`config.mk`:
```
export PLATFORM = sky130hd
export DESIGN_NAME = deq_ctrl
export DESIGN_NICKNAME = d
export VERILOG_FILES = /design/src/hdl/deq_pkg.sv /design/src/hdl/deq_ctrl.sv
export SDC_FILE = /design/constraint.sdc
export NUM_CORES = 1
export LEC_CHECK = 0
export ABC_AREA = 1
export BUFFER_PORTS_ARGS = -buffer_cell sky130_fd_sc_hd__buf_4
export CORE_MARGIN = 5
export CORE_UTILIZATION = 50
export DETAILED_ROUTE_END_ITERATION = 6
export PLACE_DENSITY = 0.76
export SYNTH_ARGS = -nofsm -noshare
export SYNTH_HDL_FRONTEND = slang
export SYNTH_SLANG_ARGS = --single-unit
```
`constraint.sdc`:
```
create_clock -name clk -period 4 [get_ports clk]
set_input_delay 0.2 -clock clk [delete_from_list [all_inputs] [get_ports clk]]
set_output_delay 0.2 -clock clk [all_outputs]
set_load 0.02 [all_outputs]
```
`src/hdl/deq_pkg.sv`:
```
`default_nettype none
// ----------------------------------------------------------------------------
// deq_pkg
// Shared constants, types and slot arithmetic for the double-ended queue.
// ----------------------------------------------------------------------------
package deq_pkg;

    localparam int DEPTH  = 1024;
    localparam int SLOT_W = $clog2(DEPTH);
    localparam int CNT_W  = 11;
    localparam int DATA_W = 32;
    localparam int MODE_W = 3;

    typedef logic [SLOT_W-1:0] slot_t;
    typedef logic [CNT_W-1:0]  count_t;
    typedef logic [DATA_W-1:0] data_t;
    typedef logic [MODE_W-1:0] mode_t;

    localparam mode_t MODE_PUSH_FRONT = 3'd0;
    localparam mode_t MODE_PUSH_BACK  = 3'd1;
    localparam mode_t MODE_POP_FRONT  = 3'd2;
    localparam mode_t MODE_POP_BACK   = 3'd3;

    localparam count_t COUNT_FULL = CNT_W'(DEPTH);
    localparam slot_t  SLOT_LAST  = SLOT_W'(DEPTH - 1);

    typedef struct packed {
        data_t  popped_value;
        logic   pop_valid;
        logic   push_dropped;
        count_t entry_count;
        logic   is_empty;
        data_t  front_value;
        data_t  back_value;
        logic   ends_valid;
    } result_t;

    typedef struct packed {
        logic  we;
        slot_t waddr;
        data_t wdata;
        slot_t raddr;
    } ram_cmd_t;

    function automatic slot_t slot_next(input slot_t s);
        slot_t r;
        r = (s == SLOT_LAST) ? '0 : s + 1'b1;
        return r;
    endfunction

    function automatic slot_t slot_prev(input slot_t s);
        slot_t r;
        r = (s == '0) ? SLOT_LAST : s - 1'b1;
        return r;
    endfunction

endpackage
`default_nettype wire

```
`src/hdl/deq_ctrl.sv`:
```
`default_nettype none
// ----------------------------------------------------------------------------
// deq_ctrl
// Slot pointers, count and cached end values; drives the entry RAM and
// forms one result per beat.
// ----------------------------------------------------------------------------
module deq_ctrl (
    input  wire logic              clk,
    input  wire logic              rst_n,
    input  wire logic              req_valid,
    input  wire deq_pkg::mode_t    req_mode,
    input  wire deq_pkg::data_t    req_value,
    input  wire logic              out_free,
    output logic                   req_ready,
    output deq_pkg::ram_cmd_t      ram_cmd,
    input  wire deq_pkg::data_t    ram_rdata,
    output logic                   result_load,
    output deq_pkg::result_t       result
);

    localparam logic ST_IDLE = 1'b0;
    localparam logic ST_READ = 1'b1;

    logic              state_reg,      state_next;
    deq_pkg::slot_t    front_slot_reg, front_slot_next;
    deq_pkg::slot_t    back_slot_reg,  back_slot_next;
    deq_pkg::count_t   count_reg,      count_next;
    deq_pkg::data_t    front_val_reg,  front_val_next;
    deq_pkg::data_t    back_val_reg,   back_val_next;
    deq_pkg::data_t    popped_reg,     popped_next;
    logic              pend_front_reg, pend_front_next;

    logic              accept;
    logic              is_full;
    logic              is_empty_now;
    logic              head_pop_ok;
    logic              tail_pop_ok;
    logic              head_push_ok;
    logic              tail_push_ok;
    logic              is_push;
    logic              ends_ok;
    deq_pkg::data_t    front_out;
    deq_pkg::data_t    back_out;

    assign req_ready    = (state_reg == ST_IDLE) && out_free;
    assign accept       = req_valid && req_ready;
    assign is_full      = (count_reg == deq_pkg::COUNT_FULL);
    assign is_empty_now = (count_reg == '0);
    assign is_push      = (req_mode == deq_pkg::MODE_PUSH_FRONT) ||
                          (req_mode == deq_pkg::MODE_PUSH_BACK);
    assign head_push_ok = (req_mode == deq_pkg::MODE_PUSH_FRONT) && !is_full;
    assign tail_push_ok = (req_mode == deq_pkg::MODE_PUSH_BACK) && !is_full;
    assign head_pop_ok  = (req_mode == deq_pkg::MODE_POP_FRONT) && !is_empty_now;
    assign tail_pop_ok  = (req_mode == deq_pkg::MODE_POP_BACK) && !is_empty_now;

    always_comb
    begin
        state_next      = state_reg;
        front_slot_next = front_slot_reg;
        back_slot_next  = back_slot_reg;
        count_next      = count_reg;
        front_val_next  = front_val_reg;
        back_val_next   = back_val_reg;
        popped_next     = popped_reg;
        pend_front_next = pend_front_reg;
        ram_cmd.we      = 1'b0;
        ram_cmd.waddr   = back_slot_reg;
        ram_cmd.wdata   = req_value;
        ram_cmd.raddr   = deq_pkg::slot_next(front_slot_reg);

        case (state_reg)
            ST_IDLE:
            begin
                if (accept)
                begin
                    if (head_push_ok)
                    begin
                        front_slot_next = deq_pkg::slot_prev(front_slot_reg);
                        ram_cmd.we      = 1'b1;
                        ram_cmd.waddr   = deq_pkg::slot_prev(front_slot_reg);
                        count_next      = count_reg + 1'b1;
                        front_val_next  = req_value;
                        if (is_empty_now)
                        begin
                            back_val_next = req_value;
                        end
                    end
                    else if (tail_push_ok)
                    begin
                        back_slot_next = deq_pkg::slot_next(back_slot_reg);
                        ram_cmd.we     = 1'b1;
                        count_next     = count_reg + 1'b1;
                        back_val_next  = req_value;
                        if (is_empty_now)
                        begin
                            front_val_next = req_value;
                        end
                    end
                    else if (head_pop_ok)
                    begin
                        popped_next     = front_val_reg;
                        front_slot_next = deq_pkg::slot_next(front_slot_reg);
                        count_next      = count_reg - 1'b1;
                        pend_front_next = 1'b1;
                        state_next      = ST_READ;
                    end
                    else if (tail_pop_ok)
                    begin
                        popped_next     = back_val_reg;
                        back_slot_next  = deq_pkg::slot_prev(back_slot_reg);
                        ram_cmd.raddr   = deq_pkg::slot_prev(
                                              deq_pkg::slot_prev(back_slot_reg));
                        count_next      = count_reg - 1'b1;
                        pend_front_next = 1'b0;
                        state_next      = ST_READ;
                    end
                end
            end
            ST_READ:
            begin
                if (pend_front_reg)
                begin
                    front_val_next = ram_rdata;
                end
                else
                begin
                    back_val_next = ram_rdata;
                end
                state_next = ST_IDLE;
            end
            default:
            begin
                state_next = ST_IDLE;
            end
        endcase
    end

    // result of a one-beat item, or of a pop once its new end arrives
    always_comb
    begin
        result_load = 1'b0;
        result      = '0;
        front_out   = front_val_next;
        back_out    = back_val_next;
        ends_ok     = (count_next != '0);

        if (state_reg == ST_READ)
        begin
            result_load        = 1'b1;
            result.popped_value = popped_reg;
            result.pop_valid   = 1'b1;
        end
        else if (accept && !head_pop_ok && !tail_pop_ok)
        begin
            result_load         = 1'b1;
            result.push_dropped = is_push && is_full;
        end

        result.entry_count = count_next;
        result.is_empty    = !ends_ok;
        result.ends_valid  = ends_ok;
        result.front_value = ends_ok ? front_out : '0;
        result.back_value  = ends_ok ? back_out : '0;
    end

    always_ff @(posedge clk or negedge rst_n)
    begin
        if (!rst_n)
        begin
            state_reg      <= ST_IDLE;
            front_slot_reg <= '0;
            back_slot_reg  <= '0;
            count_reg      <= '0;
        end
        else
        begin
            state_reg      <= state_next;
            front_slot_reg <= front_slot_next;
            back_slot_reg  <= back_slot_next;
            count_reg      <= count_next;
        end
    end

    always_ff @(posedge clk)
    begin
        front_val_reg  <= front_val_next;
        back_val_reg   <= back_val_next;
        popped_reg     <= popped_next;
        pend_front_reg <= pend_front_next;
    end

endmodule
`default_nettype wire

```
==> metrics.txt, run 1 <==
detailed-route via count a little over 10000; Hold Path Origin ram_rdata[5]; PostCTS Resize Cnt 0; gr usage total roughly a quarter; Worst Setup Path Type reg -> out; Post-Syn Area approximately 9500 sq um; fin. max-slew vios 0; Hold Crit Depth 5; period utilization between 90 and 100%; Reg2Reg Depth 11; clock buffers created by TritonCTS 17; slew at the pin with the worst max-slew slack 1.11 ns; Remaining Overflow, GRT 0; Layout area overhead 23.5%; r2r endpoint back_val_reg[26]; share of cells above drive strength 1 around 24%; ys async rst share about a quarter; Leak between 0.006 and 0.007 uW; post-CTS setup repair buffer count 0; Worst Skew about 0.0090 ns; most common library cell in the layout ignoring fill and taps nand2_1; number of antenna cells inserted 0; Rel. slew slack 26.0%; setup tns final 0 ns; vias in the first global route between 9000 and 10000; Avg WL per Cell around 17 microns; num rows 50; status finished, final reports clean; RD Place Congestion approximately 0.95; Data arrival, critical path around 3.5 ns; HPWL Detailed between 20000 and 25000 microns; Post-Syn Instances between 1000 and 1500; PortBufs roughly 240; Worst R2R Setup Slack around 1.1 ns; WHS ~0.12 ns; Clock Path Buffers 2; Final nets around 1700; synth top area cells nand2_1 16%, dfxtp_1 14%, edfxtp_1 10%; crit path time final roughly 3.7 ns; ys flop type dfxtp_1; post-route ant nets 0; Hold Path Sink back_val_reg[5]; I/O pin cnt approximately 240; clock sink total 129; Die X ~150 microns; CTS tree built; Pre-antenna DRT Iters 6; Yosys warning count 0; core area 18700 sq um; DRT iter0 DRCs 805; H-tree lvl count 4; post-layout util between 60 and 70%; Remaining DRCs 0; CP Launch Type flop; unrepaired setup endpoints after global routing false; register area share after synthesis 32.5%; Clock transition at path regs about 0.060 ns; Critical Path End Type output port; pin count of the biggest net entering global routing between 90 and 100; reg2reg start state_reg; DRT Wirelength roughly 30000 microns; Die H roughly 150 microns; Final setup viols 0; largest area contributor in the netlist nand2_1; CP required approximately 3.8 ns; Post-synth EDFFs 33; cts hold-fix bufs 1; Fmax achieved about 270 MHz; Via density approximately 5.5; filler instances around 1800; Worst Hold Class in -> reg; die footprint approximately 22000 sq um; commonest non-fill, non-tap cells in the layout 396 x nand2_1, 250 x buf_4, 183 x nand3_1; Root Driver clkbuf_16; Synth Net Count roughly 1500; Max Cap Viol 0; initial antenna violation count 0; syn avg cell area around 6.6 sq um; first-pass GRT wire length between 40000 and 50000 microns; Final Hold Viols 0; critical path peak fanout 20; Max VDD drop between 0.3 and 0.4 mV; clock latency on the worst-skew pair 0.42 ns; area share of the largest cell type after synthesis roughly 16%; Initial Utilization 50.6%; PD cells 553 nW/um^2; synthesized flop and latch total around 130; Synth cell types 46
==> how the worst max path moves through the flow <==
stage                            start         end  cells past startpoint
final                     count_reg[0]  result[64]                     17
after global routing      count_reg[0]  result[64]                     17
after CTS                 count_reg[0]  result[64]                     17
after detailed placement  count_reg[0]  result[64]                     17
after global placement    count_reg[0]  result[64]                     17
after floorplan           count_reg[0]  result[10]                     17
==> per-stage QoR <==
| step | total power (uW) | std cells | setup WS, ns | area [sq um] |
|---|---|---|---|---|
| CTS | 6480 | 1844 | 0.253 | 11700 |
| global route | 6870 | 1844 | 0.0277 | 11700 |
| finish | 6470 | 1844 | 0.260 | 11700 |
| detailed placement | 4740 | 1811 | 0.724 | 11000 |
| floorplan | 3800 | 1442 | 0.104 | 9470 |
| global placement | 4690 | 1811 | 0.744 | 11000 |
==> cell type report <==
cell class / instances / area (sq um) / share of cell area (%)
multi-input combinational: 990 / 4900 / 42.0
sequential: 129 / 3080 / 26.3
timing repair buffer: 257 / 2010 / 17.2
inverter: 202 / 759 / 6.50
clock buffer: 20 / 447 / 3.82
tap: 234 / 293 / 2.50
clock inverter: 12 / 204 / 1.74
==> cell families after synthesis <==
logic type                 Yosys count  synth area share, %
adders and majority gates            8                 1.06
DFF                                129                 32.5
xor gates and xnor gates            15                 1.39
AOI/OAI and AO/OA                  275                 17.3
buffers and inverters              323                 16.0
and+or+nand+nor                    692                 31.8
==> metal layers <==
layer | GRT usage (%) | up-vias | part of all wire [%]
met5 | 0 | - | 0
met4 | 9.69 | 0 | 2.7
met3 | 5.89 | 56 | 8.9
met2 | 43.6 | 494 | 47
met1 | 34.9 | 4642 | 41
li1 | - | 4934 | -
==> where the power goes <==
group | internal [uW] | total [uW] | switching [uW]
Sequential | 1640 | 1900 | 258
Clock | 1130 | 1730 | 600
Combinational | 1040 | 2840 | 1800
==> worst max-delay path: stages (launching register included) <==
cell     delay (ns)
dfrtp_1        0.43
inv_1          0.10
ha_1           0.24
nand2_1        0.09
nor2_2         0.18
nand3_4        0.19
nand2_4        0.18
nand2_2        0.08
nand2_2        0.09
nand2_1        0.08
nand2_1        0.09
nand2_1        0.09
nor2_1         0.09
nand2_1        0.08
nor2_4         0.56
buf_12         0.28
a21oi_1        0.09
buf_4          0.16
==> synthesized netlist by cell type, types with 20 or more instances <==
| cell | count |
|---|---|
| nand2_1 | 396 |
| nand3_1 | 184 |
| inv_1 | 180 |
| o21ai_0 | 109 |
| a21oi_1 | 88 |
| dfxtp_1 | 64 |
| nor2_1 | 61 |
| a21oi_2 | 50 |
| clkbuf_1 | 40 |
| buf_4 | 36 |
| edfxtp_1 | 33 |
| dfrtp_1 | 32 |
| inv_2 | 20 |
Power figures use the tool's default switching activity.
==> inputs of run 2 (changes only) <==
Settings changed: CORE_MARGIN 5 to default, CORE_UTILIZATION 50 to 45, MAX_ROUTING_LAYER from default to met4, PLACE_DENSITY 0.76 to 0.69.
==> run 2 against run 1 <==
Hold slack better by 0.0026 ns. Clock skew up 0.0033 ns. Combinational power hardly changed. Flip-flop and latch count did not move. Maximum frequency is essentially flat. Design area is 0.46% lower. Die area shrank 0.75%. Via count down 2.2%. Total power shrank 2.6%. Clock power is 9.8% lower. Non-clock buffer count up 1.
==> metrics.txt, run 2 (synthesized netlist as in run 1, its figures left out) <==
status finished, final reports clean; Leak just over 0.006 uW; WHS around 0.12 ns; Flop pwr share a little under a third; final std cells w/o fill approximately 1900; filler instances roughly 2000; crit path time final 3.74 ns; Final Power between 6000 and 7000 uW; Comb pwr share between 40% and 50%; first-pass GRT wire length between 40000 and 50000 microns; final instance area between 10000 and 15000 sq um; Layout area overhead 22.9%; Data arrival, critical path around 3.5 ns; clock buffers created by TritonCTS 17; Slowest cell on crit path nor3_4; critical path peak fanout 25; slowest stage delay, CP approximately 0.75 ns; Hold Crit Depth 5; CTS tree built; Clock transition at path regs roughly 0.060 ns; Remaining DRCs 0; cts hold-fix bufs 1; gr usage total 29.0%; H-tree lvl count 4; Cell Chain, Critical Path inv_1 -> ha_1 -> nand2_1 -> nor2_4 -> nand2_4 -> nand3_1 -> o21ai_0 -> nand2_1 -> nand2_1 -> nand2_1 -> nor3_4 -> buf_12 -> a21oi_1 -> buf_4; Final setup viols 0; clock share of power about a quarter; DRT Wirelength just over 30000 microns; unrepaired setup endpoints after global routing false; Avg WL per Cell between 15 and 20 microns; Initial Utilization 46.3%; Final nets 1677; Post-Place Cells ~1800; die footprint between 20000 and 25000 sq um; Worst Skew around 0.012 ns; Pre-antenna DRT Iters 5; Worst Hold Class in -> reg; initial antenna violation count 0; Max VDD drop 0.342 mV; slew at the pin with the worst max-slew slack about 1.1 ns; clock sink total 129; post-CTS setup repair buffer count 0; I/O pin cnt roughly 240; PortBufs around 240; PD cells ~540 nW/um^2; pin count of the biggest net entering global routing 98; Worst path top cell family by delay simple AND/OR/NAND/NOR gates; period utilization just over 90%; Fmax achieved approximately 270 MHz; Max Cap Viol 0; Die H about 150 microns; most common library cell in the layout ignoring fill and taps nand2_1; CP Buf/Inv Count 3; post-route ant nets 0; Post-DP Area between 10000 and 15000 sq um; DRT iter0 DRCs 639; num rows 52; vias in the first global route 8971; share of cells above drive strength 1 24.4%; detailed-route via count just under 10000; setup tns final 0 ns; CP Launch Type flop; Remaining Overflow, GRT 0; number of antenna cells inserted 0; core area between 20000 and 25000 sq um; switching share of power 42.7%; RD Place Congestion just over 0.9; commonest non-fill, non-tap cells in the layout 396 x nand2_1, 254 x buf_4, 183 x nand3_1; sw power around 2700 uW; HPWL Detailed around 21000 microns; Reg2Reg Depth 11; Clock Path Buffers 2; Critical Path End Type output port; CP Depth 14; most frequent cell on the critical path nand2_1; Rel. slew slack ~29%; CP required about 3.8 ns; clock latency on the worst-skew pair about 0.42 ns; Root Driver clkbuf_16; PostCTS Resize Cnt 0; Worst Setup Path Type reg -> out; Final Hold Viols 0; Die X 147 microns; Power Internal 3610 uW; Via density about 5.3; fin. max-slew vios 0
-- run 2: cell types whose count changed in the layout (fill, tap and decap cells not counted) --
| cell | before | now |
|---|---|---|
| buf_4 | 250 | 254 |
| buf_12 | 6 | 3 |
| bufinv_16 | 5 | 2 |
| clkinv_2 | 1 | 4 |
| inv_6 | 2 | 5 |
| clkinv_4 | 2 | 0 |
| clkbuf_1 | 2 | 1 |
| clkbuf_8 | 1 | 0 |
| clkinv_1 | 2 | 1 |
| clkinvlp_4 | 2 | 3 |
| inv_8 | 0 | 1 |
-- run 2: final cells by class --
class                      instances  area, sq um  share of cell area [%]
sequential                       129         3080                    26.4
timing repair buffer             258         1980                    17.0
inverter                         202          759                    6.53
tap                              270          338                    2.90
clock buffer                      18          429                    3.69
multi-input combinational        990         4900                    42.1
clock inverter                    14          153                    1.31
-- run 2: metal layers --
metal  GRT usage (%)  part of all wire, %
met5               -                    0
met4            9.59                  2.4
met3            4.97                  6.7
met2            46.9                   48
met1            36.5                   43
-- run 2: path summary, 6_finish.rpt --
kind	from	slack [ns]	endpoint
max	count_reg[0]	0.26	result[33]
min reg2reg	back_val_reg[3]	0.56	popped_reg[3]
min	ram_rdata[10]	0.12	back_val_reg[10]
min in group asynchronous	rst_n	0.30	front_slot_reg[2]
max in group asynchronous	rst_n	3.33	state_reg
max reg2reg	count_reg[0]	1.21	back_val_reg[13]
-- run 2: tightest hold or removal path: cells and delay by family --
family,cells,cell delay (ns)
simple gates,3,0.17
buf+inv,2,0.14
-- run 2: per-stage QoR --
step | worst slack [ns] | utilization (%)
after floorplan | 0.104 | -
after global placement | 0.692 | 54.1
after detailed placement | 0.742 | 54.1
after CTS | 0.278 | 57.0
after global routing | 0.0438 | 57.0
final | 0.258 | 57.0
-- run 2: power by group through the flow --
stage	sequential [uW]	combinational, uW	clock (uW)
finish	1890	2850	1560
global placement	1910	2820	0
detailed placement	1910	2830	0
CTS	1890	2850	1580
global route	1930	3140	1650
floorplan	1840	1960	0
